===== src/rtl/tcpopt_pkg.sv =====
// Shared types, codes and helpers for the TCP options parser.
`timescale 1ns / 1ps

package tcpopt_pkg;

   // Width of the running area byte count
   localparam int AreaWidth = 6;

   // Depth of the command queue between front and back
   localparam int QueueDepth = 4;
   localparam int QueuePtrWidth = $clog2(QueueDepth);

   // Option kind bytes on the wire
   localparam logic [7:0] KIND_END    = 8'd0;
   localparam logic [7:0] KIND_NOP    = 8'd1;
   localparam logic [7:0] KIND_MSS    = 8'd2;
   localparam logic [7:0] KIND_WSCALE = 8'd3;
   localparam logic [7:0] KIND_SACKOK = 8'd4;
   localparam logic [7:0] KIND_SACK   = 8'd5;
   localparam logic [7:0] KIND_TSTAMP = 8'd8;

   // Option currently open in the walker
   localparam logic [2:0] OPEN_NONE   = 3'd0;
   localparam logic [2:0] OPEN_MSS    = 3'd1;
   localparam logic [2:0] OPEN_WSCALE = 3'd2;
   localparam logic [2:0] OPEN_SACKOK = 3'd3;
   localparam logic [2:0] OPEN_TSTAMP = 3'd4;

   // Result status codes
   localparam logic [2:0] ST_OK      = 3'd0;
   localparam logic [2:0] ST_SACK    = 3'd1;
   localparam logic [2:0] ST_UNKNOWN = 3'd2;
   localparam logic [2:0] ST_TRUNC   = 3'd3;
   localparam logic [2:0] ST_LONG    = 3'd4;

   // Field update commands from front to back
   localparam logic [2:0] OP_NONE  = 3'd0;
   localparam logic [2:0] OP_MSS   = 3'd1;
   localparam logic [2:0] OP_SCALE = 3'd2;
   localparam logic [2:0] OP_TSV   = 3'd3;
   localparam logic [2:0] OP_TSE   = 3'd4;
   localparam logic [2:0] OP_SACK  = 3'd5;

   // Byte lanes that open a multi-byte field (and clear the rest of it)
   localparam logic [1:0] LANE_MSS_TOP = 2'd1;
   localparam logic [1:0] LANE_TS_TOP  = 2'd3;

   // One classified byte traveling through the queue
   typedef struct packed {
      logic [2:0]           op;
      logic [1:0]           lane;
      logic [7:0]           data;
      logic                 last;
      logic [AreaWidth-1:0] area_length;
      logic [2:0]           status;
   } cmd_type;

   // Total size in bytes of an open option
   function automatic logic [3:0] open_size(input logic [2:0] kind);
      logic [3:0] size;
      unique case (kind)
         OPEN_MSS:    size = 4'd4;
         OPEN_WSCALE: size = 4'd3;
         OPEN_SACKOK: size = 4'd2;
         OPEN_TSTAMP: size = 4'd10;
         default:     size = 4'd1;
      endcase
      return size;
   endfunction

endpackage


===== src/rtl/tcpopt_if.sv =====
// Valid/ready channel interfaces for option bytes and parse results.
`timescale 1ns / 1ps

interface tcpopt_req_if;
   logic       valid;
   logic       ready;
   logic [7:0] opt_byte;
   logic       last_byte;

   modport source (output valid, output opt_byte, output last_byte, input ready);
   modport sink   (input valid, input opt_byte, input last_byte, output ready);
endinterface

interface tcpopt_rsp_if;
   logic        valid;
   logic        ready;
   logic [15:0] max_seg_size;
   logic [7:0]  scale_shift;
   logic [31:0] ts_value;
   logic [31:0] ts_echo;
   logic        sack_ok;
   logic [5:0]  area_length;
   logic [2:0]  status;

   modport source (output valid, output max_seg_size, output scale_shift,
                   output ts_value, output ts_echo, output sack_ok,
                   output area_length, output status, input ready);
   modport sink   (input valid, input max_seg_size, input scale_shift,
                   input ts_value, input ts_echo, input sack_ok,
                   input area_length, input status, output ready);
endinterface


===== src/rtl/tcpopt_front.sv =====
// Front end: walks option boundaries and classifies each byte into a command.
`timescale 1ns / 1ps

module tcpopt_front #(
   parameter int MAX_AREA_BYTES = 40
) (
   input  logic               clock,
   input  logic               reset,
   input  logic               push,
   input  logic [7:0]         opt_byte,
   input  logic               last_byte,
   output tcpopt_pkg::cmd_type cmd
);

   localparam logic [tcpopt_pkg::AreaWidth-1:0] MaxCount =
      tcpopt_pkg::AreaWidth'(MAX_AREA_BYTES);

   logic [tcpopt_pkg::AreaWidth-1:0] count_ff, count_in;
   logic [2:0] kind_ff, kind_in;
   logic [3:0] pos_ff, pos_in;
   logic [2:0] status_ff, status_in;
   logic       stop_ff, stop_in;

   // Per-byte walk of the option list
   always_comb begin
      logic [3:0] pos_next;
      logic [2:0] final_status;
      count_in  = count_ff;
      kind_in   = kind_ff;
      pos_in    = pos_ff;
      status_in = status_ff;
      stop_in   = stop_ff;
      pos_next  = pos_ff + 4'd1;
      cmd.op    = tcpopt_pkg::OP_NONE;
      cmd.lane  = 2'd0;
      cmd.data  = opt_byte;
      cmd.last  = last_byte;

      if (count_ff >= MaxCount) begin
         // area overrun: byte not parsed
         count_in = MaxCount;
         if (status_ff == tcpopt_pkg::ST_OK) status_in = tcpopt_pkg::ST_LONG;
         stop_in = 1'b1;
      end else begin
         count_in = count_ff + 1'b1;
         if (!stop_ff) begin
            if (kind_ff == tcpopt_pkg::OPEN_NONE) begin
               // kind byte opens a new option
               pos_in = 4'd1;
               unique case (opt_byte)
                  tcpopt_pkg::KIND_END: begin
                     stop_in = 1'b1;
                     pos_in  = pos_ff;
                  end
                  tcpopt_pkg::KIND_NOP:    pos_in  = pos_ff;
                  tcpopt_pkg::KIND_MSS:    kind_in = tcpopt_pkg::OPEN_MSS;
                  tcpopt_pkg::KIND_WSCALE: kind_in = tcpopt_pkg::OPEN_WSCALE;
                  tcpopt_pkg::KIND_SACKOK: kind_in = tcpopt_pkg::OPEN_SACKOK;
                  tcpopt_pkg::KIND_TSTAMP: kind_in = tcpopt_pkg::OPEN_TSTAMP;
                  tcpopt_pkg::KIND_SACK: begin
                     if (status_ff == tcpopt_pkg::ST_OK) status_in = tcpopt_pkg::ST_SACK;
                     stop_in = 1'b1;
                     pos_in  = pos_ff;
                  end
                  default: begin
                     if (status_ff == tcpopt_pkg::ST_OK) status_in = tcpopt_pkg::ST_UNKNOWN;
                     stop_in = 1'b1;
                     pos_in  = pos_ff;
                  end
               endcase
            end else begin
               // body byte of the open option
               unique case (kind_ff)
                  tcpopt_pkg::OPEN_MSS: begin
                     if (pos_ff == 4'd2 || pos_ff == 4'd3) begin
                        cmd.op   = tcpopt_pkg::OP_MSS;
                        cmd.lane = (pos_ff == 4'd2) ? tcpopt_pkg::LANE_MSS_TOP : 2'd0;
                     end
                  end
                  tcpopt_pkg::OPEN_WSCALE: begin
                     if (pos_ff == 4'd2) cmd.op = tcpopt_pkg::OP_SCALE;
                  end
                  tcpopt_pkg::OPEN_TSTAMP: begin
                     if (pos_ff >= 4'd2 && pos_ff <= 4'd5) begin
                        cmd.op   = tcpopt_pkg::OP_TSV;
                        cmd.lane = 2'(4'd5 - pos_ff);
                     end else if (pos_ff >= 4'd6 && pos_ff <= 4'd9) begin
                        cmd.op   = tcpopt_pkg::OP_TSE;
                        cmd.lane = 2'(4'd9 - pos_ff);
                     end
                  end
                  default: ;
               endcase
               if (pos_next >= tcpopt_pkg::open_size(kind_ff)) begin
                  if (kind_ff == tcpopt_pkg::OPEN_SACKOK) cmd.op = tcpopt_pkg::OP_SACK;
                  kind_in = tcpopt_pkg::OPEN_NONE;
                  pos_in  = 4'd0;
               end else begin
                  pos_in = pos_next;
               end
            end
         end
      end

      // close of area: flag an option left open
      final_status = status_in;
      if (!stop_in && kind_in != tcpopt_pkg::OPEN_NONE &&
          status_in == tcpopt_pkg::ST_OK) begin
         final_status = tcpopt_pkg::ST_TRUNC;
      end
      cmd.area_length = count_in;
      cmd.status      = final_status;
   end

   // Walker state, cleared at the end of each area
   always_ff @(posedge clock) begin
      if (reset || (push && last_byte)) begin
         count_ff  <= '0;
         kind_ff   <= tcpopt_pkg::OPEN_NONE;
         pos_ff    <= 4'd0;
         status_ff <= tcpopt_pkg::ST_OK;
         stop_ff   <= 1'b0;
      end else if (push) begin
         count_ff  <= count_in;
         kind_ff   <= kind_in;
         pos_ff    <= pos_in;
         status_ff <= status_in;
         stop_ff   <= stop_in;
      end
   end

endmodule


===== src/rtl/tcpopt_queue.sv =====
// Small command queue decoupling the byte walker from the field assembler.
`timescale 1ns / 1ps

module tcpopt_queue (
   input  logic                clock,
   input  logic                reset,
   input  logic                push,
   input  tcpopt_pkg::cmd_type push_word,
   output logic                full,
   input  logic                pop,
   output logic                not_empty,
   output tcpopt_pkg::cmd_type pop_word
);

   tcpopt_pkg::cmd_type entry_ff [tcpopt_pkg::QueueDepth];
   logic [tcpopt_pkg::QueuePtrWidth-1:0] wr_ptr_ff, rd_ptr_ff;
   logic [tcpopt_pkg::QueuePtrWidth:0]   count_ff, count_in;

   assign full      = (count_ff == (tcpopt_pkg::QueuePtrWidth+1)'(tcpopt_pkg::QueueDepth));
   assign not_empty = (count_ff != '0);
   assign pop_word  = entry_ff[rd_ptr_ff];

   // occupancy
   always_comb begin
      count_in = count_ff;
      if (push && !pop) count_in = count_ff + 1'b1;
      else if (!push && pop) count_in = count_ff - 1'b1;
   end

   always_ff @(posedge clock) begin
      if (reset) begin
         wr_ptr_ff <= '0;
         rd_ptr_ff <= '0;
         count_ff  <= '0;
      end else begin
         if (push) wr_ptr_ff <= wr_ptr_ff + 1'b1;
         if (pop) rd_ptr_ff <= rd_ptr_ff + 1'b1;
         count_ff <= count_in;
      end
   end

   // storage
   always_ff @(posedge clock) begin
      if (push) entry_ff[wr_ptr_ff] <= push_word;
   end

endmodule


===== src/rtl/tcpopt_back.sv =====
// Back end: assembles field values from commands and holds the result register.
`timescale 1ns / 1ps

module tcpopt_back (
   input  logic                clock,
   input  logic                reset,
   input  logic                cmd_valid,
   input  tcpopt_pkg::cmd_type cmd,
   output logic                cmd_take,
   tcpopt_rsp_if.source        rsp
);

   logic [15:0] mss_ff, mss_in;
   logic [7:0]  scale_ff, scale_in;
   logic [31:0] tsv_ff, tsv_in;
   logic [31:0] tse_ff, tse_in;
   logic        sack_ff, sack_in;

   logic        rsp_valid_ff;
   logic [15:0] out_mss_ff;
   logic [7:0]  out_scale_ff;
   logic [31:0] out_tsv_ff;
   logic [31:0] out_tse_ff;
   logic        out_sack_ff;
   logic [5:0]  out_len_ff;
   logic [2:0]  out_status_ff;

   // a closing word needs the result register free
   assign cmd_take = cmd_valid && (!cmd.last || !rsp_valid_ff || rsp.ready);

   // field updates
   always_comb begin
      mss_in   = mss_ff;
      scale_in = scale_ff;
      tsv_in   = tsv_ff;
      tse_in   = tse_ff;
      sack_in  = sack_ff;
      unique case (cmd.op)
         tcpopt_pkg::OP_MSS: begin
            if (cmd.lane == tcpopt_pkg::LANE_MSS_TOP) mss_in = {cmd.data, 8'h00};
            else mss_in[7:0] = cmd.data;
         end
         tcpopt_pkg::OP_SCALE: scale_in = cmd.data;
         tcpopt_pkg::OP_TSV: begin
            if (cmd.lane == tcpopt_pkg::LANE_TS_TOP) tsv_in = {cmd.data, 24'h0};
            else tsv_in[8*cmd.lane +: 8] = cmd.data;
         end
         tcpopt_pkg::OP_TSE: begin
            if (cmd.lane == tcpopt_pkg::LANE_TS_TOP) tse_in = {cmd.data, 24'h0};
            else tse_in[8*cmd.lane +: 8] = cmd.data;
         end
         tcpopt_pkg::OP_SACK: sack_in = 1'b1;
         default: ;
      endcase
   end

   // accumulators, cleared once an area's result is captured
   always_ff @(posedge clock) begin
      if (reset || (cmd_take && cmd.last)) begin
         mss_ff   <= '0;
         scale_ff <= '0;
         tsv_ff   <= '0;
         tse_ff   <= '0;
         sack_ff  <= 1'b0;
      end else if (cmd_take) begin
         mss_ff   <= mss_in;
         scale_ff <= scale_in;
         tsv_ff   <= tsv_in;
         tse_ff   <= tse_in;
         sack_ff  <= sack_in;
      end
   end

   // result register
   always_ff @(posedge clock) begin
      if (reset) begin
         rsp_valid_ff <= 1'b0;
      end else if (cmd_take && cmd.last) begin
         rsp_valid_ff <= 1'b1;
      end else if (rsp.ready) begin
         rsp_valid_ff <= 1'b0;
      end
   end

   always_ff @(posedge clock) begin
      if (cmd_take && cmd.last) begin
         out_mss_ff    <= mss_in;
         out_scale_ff  <= scale_in;
         out_tsv_ff    <= tsv_in;
         out_tse_ff    <= tse_in;
         out_sack_ff   <= sack_in;
         out_len_ff    <= cmd.area_length;
         out_status_ff <= cmd.status;
      end
   end

   assign rsp.valid        = rsp_valid_ff;
   assign rsp.max_seg_size = out_mss_ff;
   assign rsp.scale_shift  = out_scale_ff;
   assign rsp.ts_value     = out_tsv_ff;
   assign rsp.ts_echo      = out_tse_ff;
   assign rsp.sack_ok      = out_sack_ff;
   assign rsp.area_length  = out_len_ff;
   assign rsp.status       = out_status_ff;

endmodule


===== src/rtl/tcp_option_parser_top.sv =====
// Top level of the TCP options parser: front walker, command queue, back assembler.
//
//   channel    dir  words                         handshake
//   req_chan   in   opt_byte, last_byte           valid/ready
//   rsp_chan   out  mss, scale, ts, echo, sack,   valid/ready
//                   area_length, status
//
// One option byte is taken per cycle while the command queue is not full; a
// result is registered when the back end takes its closing byte.
// The four-entry command queue sets how far the input runs ahead of a
// stalled result port; req ready drops only when it is full.
// Synchronous active-high reset empties the queue and clears all parse state.
`timescale 1ns / 1ps

module tcp_option_parser_top #(
   parameter int MAX_AREA_BYTES = 40
) (
   input  logic         clock,
   input  logic         reset,
   tcpopt_req_if.sink   req_chan,
   tcpopt_rsp_if.source rsp_chan
);

   logic                push, queue_full, queue_not_empty, cmd_take;
   tcpopt_pkg::cmd_type front_cmd, back_cmd;

   assign req_chan.ready = !queue_full;
   assign push           = req_chan.valid && !queue_full;

   tcpopt_front #(
      .MAX_AREA_BYTES(MAX_AREA_BYTES)
   ) u_front (
      .clock     (clock),
      .reset     (reset),
      .push      (push),
      .opt_byte  (req_chan.opt_byte),
      .last_byte (req_chan.last_byte),
      .cmd       (front_cmd)
   );

   tcpopt_queue u_queue (
      .clock     (clock),
      .reset     (reset),
      .push      (push),
      .push_word (front_cmd),
      .full      (queue_full),
      .pop       (cmd_take),
      .not_empty (queue_not_empty),
      .pop_word  (back_cmd)
   );

   tcpopt_back u_back (
      .clock     (clock),
      .reset     (reset),
      .cmd_valid (queue_not_empty),
      .cmd       (back_cmd),
      .cmd_take  (cmd_take),
      .rsp       (rsp_chan)
   );

endmodule


===== src/flat_wrapper.sv =====
// flat-port wrapper written by rule: the top's interface ports become plain ports
module tcp_option_parser_top_flat 
#(
   parameter int MAX_AREA_BYTES = 40
)
  (clock, reset, req_chan_valid, req_chan_opt_byte, req_chan_last_byte, req_chan_ready, rsp_chan_valid, rsp_chan_max_seg_size, rsp_chan_scale_shift, rsp_chan_ts_value, rsp_chan_ts_echo, rsp_chan_sack_ok, rsp_chan_area_length, rsp_chan_status, rsp_chan_ready);
  tcpopt_req_if req_chan_i ();
  tcpopt_rsp_if rsp_chan_i ();
  input  logic clock;
  input  logic reset;
  input wire logic [$bits(req_chan_i.valid)-1:0] req_chan_valid;
  input wire logic [$bits(req_chan_i.opt_byte)-1:0] req_chan_opt_byte;
  input wire logic [$bits(req_chan_i.last_byte)-1:0] req_chan_last_byte;
  output wire logic [$bits(req_chan_i.ready)-1:0] req_chan_ready;
  output wire logic [$bits(rsp_chan_i.valid)-1:0] rsp_chan_valid;
  output wire logic [$bits(rsp_chan_i.max_seg_size)-1:0] rsp_chan_max_seg_size;
  output wire logic [$bits(rsp_chan_i.scale_shift)-1:0] rsp_chan_scale_shift;
  output wire logic [$bits(rsp_chan_i.ts_value)-1:0] rsp_chan_ts_value;
  output wire logic [$bits(rsp_chan_i.ts_echo)-1:0] rsp_chan_ts_echo;
  output wire logic [$bits(rsp_chan_i.sack_ok)-1:0] rsp_chan_sack_ok;
  output wire logic [$bits(rsp_chan_i.area_length)-1:0] rsp_chan_area_length;
  output wire logic [$bits(rsp_chan_i.status)-1:0] rsp_chan_status;
  input wire logic [$bits(rsp_chan_i.ready)-1:0] rsp_chan_ready;
  assign req_chan_i.valid = req_chan_valid;
  assign req_chan_i.opt_byte = req_chan_opt_byte;
  assign req_chan_i.last_byte = req_chan_last_byte;
  assign req_chan_ready = req_chan_i.ready;
  assign rsp_chan_valid = rsp_chan_i.valid;
  assign rsp_chan_max_seg_size = rsp_chan_i.max_seg_size;
  assign rsp_chan_scale_shift = rsp_chan_i.scale_shift;
  assign rsp_chan_ts_value = rsp_chan_i.ts_value;
  assign rsp_chan_ts_echo = rsp_chan_i.ts_echo;
  assign rsp_chan_sack_ok = rsp_chan_i.sack_ok;
  assign rsp_chan_area_length = rsp_chan_i.area_length;
  assign rsp_chan_status = rsp_chan_i.status;
  assign rsp_chan_i.ready = rsp_chan_ready;
  tcp_option_parser_top #(.MAX_AREA_BYTES(MAX_AREA_BYTES)) u_core (.clock(clock), .reset(reset), .req_chan(req_chan_i), .rsp_chan(rsp_chan_i));
endmodule

===== config.mk =====
export PLATFORM = sky130hd
export DESIGN_NAME = tcp_option_parser_top_flat
export DESIGN_NICKNAME = d
export VERILOG_FILES = /design/src/rtl/tcpopt_pkg.sv /design/src/rtl/tcpopt_if.sv /design/src/rtl/tcpopt_front.sv /design/src/rtl/tcpopt_queue.sv /design/src/rtl/tcpopt_back.sv /design/src/rtl/tcp_option_parser_top.sv /design/src/flat_wrapper.sv
export SDC_FILE = /design/constraint.sdc
export NUM_CORES = 1
export LEC_CHECK = 0
export BUFFER_PORTS_ARGS = -buffer_cell sky130_fd_sc_hd__buf_2
export CAP_MARGIN = 20
export CORE_MARGIN = 3
export CORE_UTILIZATION = 55
export DETAILED_ROUTE_END_ITERATION = 10
export PLACE_DENSITY = 0.73
export RECOVER_POWER = 100
export SYNTH_ARGS = -nofsm -noshare
export SYNTH_HDL_FRONTEND = slang
export SYNTH_HIERARCHICAL = 1
export SYNTH_SLANG_ARGS = --single-unit

===== constraint.sdc =====
create_clock -name clock -period 16.8 [get_ports clock]
set_input_delay 2.52 -clock clock [delete_from_list [all_inputs] [get_ports clock]]
set_output_delay 2.52 -clock clock [all_outputs]
set_load 0.01 [all_outputs]

==> results of run 1 <==
-- cells in the final DEF (no fill, tap or decap), types with 6 or more instances in the layout --
master	count
o22a_1	32
inv_1	17
buf_4	6
o221a_1	34
ha_1	20
o31a_1	8
nand4b_1	8
mux2i_1	38
nand2_1	19
edfxtp_1	190
nand2b_1	13
xor2_1	7
clkbuf_16	31
a211oi_1	18
nor3_1	6
dfxtp_1	116
nor2_1	33
a2bb2oi_1	17
nand3_1	9
nand4bb_1	9
o211ai_1	40
mux4_2	20
a21oi_1	37
nor4_1	9
a41oi_1	17
clkbuf_1	126
mux2_1	33
o21ai_0	20
o21a_1	9
-- worst min-delay path: stages, from the launching register on --
cell and delay [ns]:
dfxtp_1 0.32, o21ai_0 0.07, a21oi_1 0.06
-- synthesized netlist by cell type, drive strengths merged (13+ instances only) --
cell       n
ha        20
nand2b    13
dfxtp    116
clkbuf    36
a211oi    18
nor4      13
buf       45
mux2      34
a41oi     17
nor2      36
o211ai    40
mux4      23
mux2i     38
a21oi     37
inv       19
nand2     19
edfxtp   190
o21ai     21
o221a     34
a2bb2oi   17
o22a      32
-- power by group through the flow --
stage	registers [uW]	logic (uW)	clock network (uW)
finish	1040	788	716
CTS	1030	828	728
floorplan	1110	532	0
detailed placement	1050	823	0
global placement	1040	812	0
global route	1060	854	762
-- cells by family (layout without fill, tap and decap cells) --
| kind of cell | Yosys count | in the layout | synth area share, % |
|---|---|---|---|
| flip-flops | 306 | 306 | 59.9 |
| AO/OA/AOI/OAI | 254 | 254 | 15.1 |
| AND/OR/NAND/NOR | 160 | 160 | 8.56 |
| buffers and inverters | 101 | 208 | 4.04 |
| multiplexers | 95 | 95 | 9.64 |
| adder cells (fa/ha/maj) | 21 | 21 | 2.02 |
| XOR/XNOR | 12 | 12 | 0.784 |
-- per-layer routing --
layer  track usage [%]  part of all wire, %  up-vias
met1              30.6                   45     4142
li1                  -                    -     3948
met2              34.5                   48      247
met3              2.73                  5.0       44
met4              5.70                  2.0        0
met5                 0                    0        -
-- through the flow --
stage	instance area, sq um	utilization [%]	instances	setup WS [ns]
2_1_floorplan	13400	-	949	9.23
3_3_place_gp	14000	59.3	1315	11.70
3_5_place_dp	14100	59.4	1316	11.88
4_1_cts	15100	63.9	1373	12.42
5_1_grt	14900	62.8	1375	7.68
6_report	14900	62.8	1375	8.68
-- flip-flops by register name, indices dropped and copies added, names as in the netlist, named ones only --
name / count
u_core/u_queue/rd_ptr_ff: 2
u_core/u_back/sack_ff: 1
u_core/u_back/rsp.status: 3
u_core/u_back/rsp.ts_value: 32
u_core/u_back/tse_ff: 32
u_core/u_front/status_ff: 3
u_core/u_back/tsv_ff: 32
u_core/u_queue/wr_ptr_ff: 2
u_core/u_back/rsp.scale_shift: 8
u_core/u_front/count_ff: 6
u_core/u_back/rsp.valid: 1
u_core/u_queue/count_ff: 3
u_core/u_queue/entry_ff: 92
u_core/u_front/kind_ff: 3
u_core/u_back/rsp.area_length: 6
u_core/u_back/mss_ff: 16
u_core/u_back/rsp.max_seg_size: 16
u_core/u_back/scale_ff: 8
u_core/u_front/pos_ff: 4
u_core/u_front/stop_ff: 1
u_core/u_back/rsp.ts_echo: 32
u_core/u_back/rsp.sack_ok: 1
-- cell type report --
| type | count | area, sq um | area share, % |
|---|---|---|---|
| clock inverter | 17 | 229 | 1.54 |
| multi-input combinational | 542 | 4750 | 31.9 |
| timing repair buffer | 131 | 542 | 3.64 |
| clock buffer | 40 | 850 | 5.71 |
| sequential | 306 | 8030 | 54.0 |
| inverter | 20 | 75.1 | 0.505 |
| tap | 319 | 399 | 2.68 |
-- worst min-delay path by stage --
stage                               start                         end  slack, ns  cells after the start
2_1_floorplan       u_core/u_back/sack_ff       u_core/u_back/sack_ff       0.44                      2
3_3_place_gp        u_core/u_back/sack_ff       u_core/u_back/sack_ff       0.46                      2
3_5_place_dp   u_core/u_queue/count_ff[2]  u_core/u_queue/count_ff[2]       0.50                      2
4_1_cts        u_core/u_queue/count_ff[2]  u_core/u_queue/count_ff[2]       0.50                      2
5_1_grt          u_core/u_back/tsv_ff[30]    u_core/u_back/tsv_ff[30]       0.52                      2
6_report       u_core/u_queue/count_ff[2]  u_core/u_queue/count_ff[2]       0.50                      2
==> impl_metrics.ini, run 1 <==
[synth]
synth_top_area_share_pct = 42.5
synth_warnings = 6
syn_inst = 949
synth_seq_cells = 306
ys.flop_type = edfxtp_1
yosysSeqAreaShare_pct = 59.9
synth_area_sq_um = 13400
synthArstFlopShare_pct = 0
synth_cell_types = 81
syn_nets = 983
synth.largest_area_cell = edfxtp_1
syn-mean-instance-area_sq_um = 14.1
synth_area_leaders = edfxtp_1 (43%), dfxtp_1 (17%), mux4_2 (3.4%)
synth_edf_count = 190

[die]
initial_utilization_pct = 56.6
io_pins = 113
dieHeight_um = 162
dieWidth_um = 162
die_area_sq_um = 26300
num_rows = 56
core_sq_um = 23700

[setup_path]
r2r_cells = 7
end_kind = flop
path_buf_inv = 4
cp_num_cells = 7
r2r-end = u_core/u_back/rsp.ts_echo[26]
crit_arrival_ns = 8.18
r2r_setup_slack_ns = 8.68
worstSetupStartpointType = flop
cp-endpoint = u_core/u_back/rsp.ts_echo[26]
path_cells = clkbuf_1 > mux4_2 > nand2_1 > clkbuf_1 > nor2_1 > clkbuf_1 > clkbuf_1
critPathMaxFanout = 74
cp_common_cell = clkbuf_1
path_delay_family = buffers and inverters
slowest_delay_ns = 2.78
crit_required_ns = 16.86
cp_slowest_cell = clkbuf_1
path_class = reg2reg

[clocking]
hold_buffers = 0
clk_latency_ns = 0.54
tritoncts = yes
cts_resized = 0
clk_pin_slew_ns = 0.06
clk_path_buf_depth = 3
cts-root-buf = clkbuf_16
cts.sinks = 306
cts_max_level = 1
cts_setup_buffers = 0
cts_made_buffers = 31

[sta]
rsz0062_at_grt = no
tns_ns = 0
whs_ns = 0.504
slew_violations = 209
finalHoldViolations = 0
finalSetupViolations = 0
slew-limit-headroom_pct = -160
worst_pin_slew_ns = 3.89
min_period_ns = 8.12
clock-skew-final_ns = 0.0131
fin_crit_sh_pct = 48.4
fmax_mhz = 123

[drt]
drtAntennaViolNets = 0
routed_wl_um = 28200
drc = 0
viasPerCell = 6.10
drtPass1Iterations = 5
vias = 8381
routedWlPerCell_um = 20.5
drt_iter0_drc = 755

[power]
power_uw = 2550
power.density_nw_per_um2 = 171
p_clk_share_pct = 28.1
seqPwrFrac_pct = 41.0
p_comb_share_pct = 30.9
vdd_ir_drop_max_v = 0.0000711
swShare_pct = 34.9
p_leak_uw = 0.00513
p_sw_uw = 888
p_int_uw = 1660

[placed_design]
hpwl_um = 17600
portBuffers = 112
gp_congestion = 0.855

[cells_and_area]
drive_gt1_share_pct = 10.0
nets = 1066
n_fill_cell = 1860
syn_to_final_growth_pct = 10.9
diodes = 0

[global_routing]
antenna_found_initial = 0
grt_pass1_vias = 8114
grt.overflow.total = 0
grt_pass1_wl_um = 44900
grt_max_degree = 89
gr-usage-all-layers_pct = 21.3

[run_status]
status = complete, but fails checks
violations = max-capacitance violations, max-slew violations

[job]
drv_cap = 7

[worst_hold_path]
min_path_type = reg2reg
Power figures use the tool's default switching activity.
==> run 2: changes to the inputs <==
- CORE_UTILIZATION: 55 -> 54
- PLACE_DENSITY: 0.73 -> 0.75
- clock period: 16.8 -> 7.05 ns (I/O delays scaled with it)
==> impl_metrics.ini, run 2 (same netlist as run 1, synthesis figures left out) <==
[die]
dieWidth_um = 164
dieHeight_um = 164
die_area_sq_um = 26800
initial_utilization_pct = 55.0
io_pins = 113
core_sq_um = 24400
num_rows = 57

[setup_path]
r2r-end = u_core/u_back/rsp.ts_echo[9]
path_class = reg2reg
r2r_setup_slack_ns = 2.26
crit_arrival_ns = 4.98
r2r_cells = 6
cp-endpoint = u_core/u_back/rsp.ts_echo[9]
crit_required_ns = 7.23
worstSetupStartpointType = flop
end_kind = flop
critPathMaxFanout = 47

[sta]
clock-skew-final_ns = 0.00829
fmax_mhz = 209
finalHoldViolations = 0
rsz0062_at_grt = no
slew_violations = 44
tns_ns = 0
slew-limit-headroom_pct = -24.0
setup_ws_ns = 2.26
fin_crit_sh_pct = 68.0
finalSetupViolations = 0
worst_pin_slew_ns = 1.86
min_period_ns = 4.79

[drt]
drtAntennaViolNets = 0
routedWlPerCell_um = 20.6
drtPass1Iterations = 5
drt_iter0_drc = 748
viasPerCell = 6.10
vias = 8422
routed_wl_um = 28400
drc = 0

[clocking]
hold_buffers = 0
cts_made_buffers = 31
clk_path_buf_depth = 3
clk_pin_slew_ns = 0.06
cts_max_level = 1
cts_setup_buffers = 0
cts.sinks = 306
cts-root-buf = clkbuf_16
tritoncts = yes
clk_latency_ns = 0.55
cts_resized = 0

[cells_and_area]
layout_commonest_cell = edfxtp_1
drive_gt1_share_pct = 10.7
n_fill_cell = 1953
regMostFlops = u_core/u_queue/entry_ff
largest_reg_flops = 92
nets = 1066
syn_to_final_growth_pct = 11.4
final_util_pct = 61.2
diodes = 0
final_cell_mix = edfxtp_1 (190), clkbuf_1 (125), dfxtp_1 (116), o211ai_1 (40), mux2i_1 (38)

[global_routing]
antenna_found_initial = 0
gr-usage-all-layers_pct = 20.8
grt.overflow.total = 0
grt_max_degree = 48
grt_pass1_vias = 7851
grt_pass1_wl_um = 44300

[power]
power.density_nw_per_um2 = 407
p_leak_uw = 0.00515
vdd_ir_drop_max_v = 0.000212

[placed_design]
gp_congestion = 0.897
place_ws_ns = 2.97
hpwl_um = 18200
portBuffers = 112

[run_status]
status = complete, but fails checks
violations = max-capacitance violations, max-slew violations

[worst_hold_path]
min_path_type = reg2reg

[job]
drv_cap = 2
-- run 2: worst max-delay path, cell delays in order, from the launching register on --
cell	delay, ns
dfxtp_1	0.30
clkbuf_1	1.33
mux4_2	0.55
nand2_1	0.07
buf_4	0.27
nor2_1	1.21
buf_4	0.66
-- run 2: worst min-delay path by stage --
stage                                   startpoint                  endpoint  slack, ns  cells past startpoint
after global routing      u_core/u_back/tsv_ff[27]  u_core/u_back/tsv_ff[27]       0.52                      2
after CTS                    u_core/u_back/sack_ff     u_core/u_back/sack_ff       0.49                      2
after global placement       u_core/u_back/sack_ff     u_core/u_back/sack_ff       0.46                      2
after floorplan              u_core/u_back/sack_ff     u_core/u_back/sack_ff       0.44                      2
final                        u_core/u_back/sack_ff     u_core/u_back/sack_ff       0.49                      2
after detailed placement     u_core/u_back/sack_ff     u_core/u_back/sack_ff       0.48                      2
-- run 2: layer usage --
layer | GRT usage [%] | vias up | wire length [um]
met5 | 0 | - | 0
met4 | 5.61 | 0 | 738
met3 | 2.92 | 59 | 1600
li1 | - | 3937 | -
met2 | 34.0 | 284 | 13600
met1 | 29.5 | 4142 | 12500
-- run 2: report_power, final --
group / internal [uW] / total, uW / leakage (uW) / switching (uW)
combinational: 561 / 1900 / 0.00189 / 1340
clock: 1030 / 1700 / 0.000527 / 664
sequential: 2350 / 2480 / 0.00273 / 127
-- run 2: layout make-up --
cell class                 instances  area, sq um  area share [%]
tap                              324          405            2.71
clock buffer                      42          857            5.74
multi-input combinational        542         4790            32.1
timing repair buffer             131          573            3.84
inverter                          20         75.1           0.503
clock inverter                    15          209            1.40
sequential                       306         8030            53.7
-- run 2: per-stage QoR --
step	hold WS, ns	power (uW)	area [sq um]	cells
floorplan	0.442	3900	13400	949
global placement	0.456	4440	14100	1320
detailed placement	0.475	4470	14100	1322
CTS	0.490	6180	15200	1379
global route	0.523	6370	14900	1380
finish	0.485	6080	14900	1380
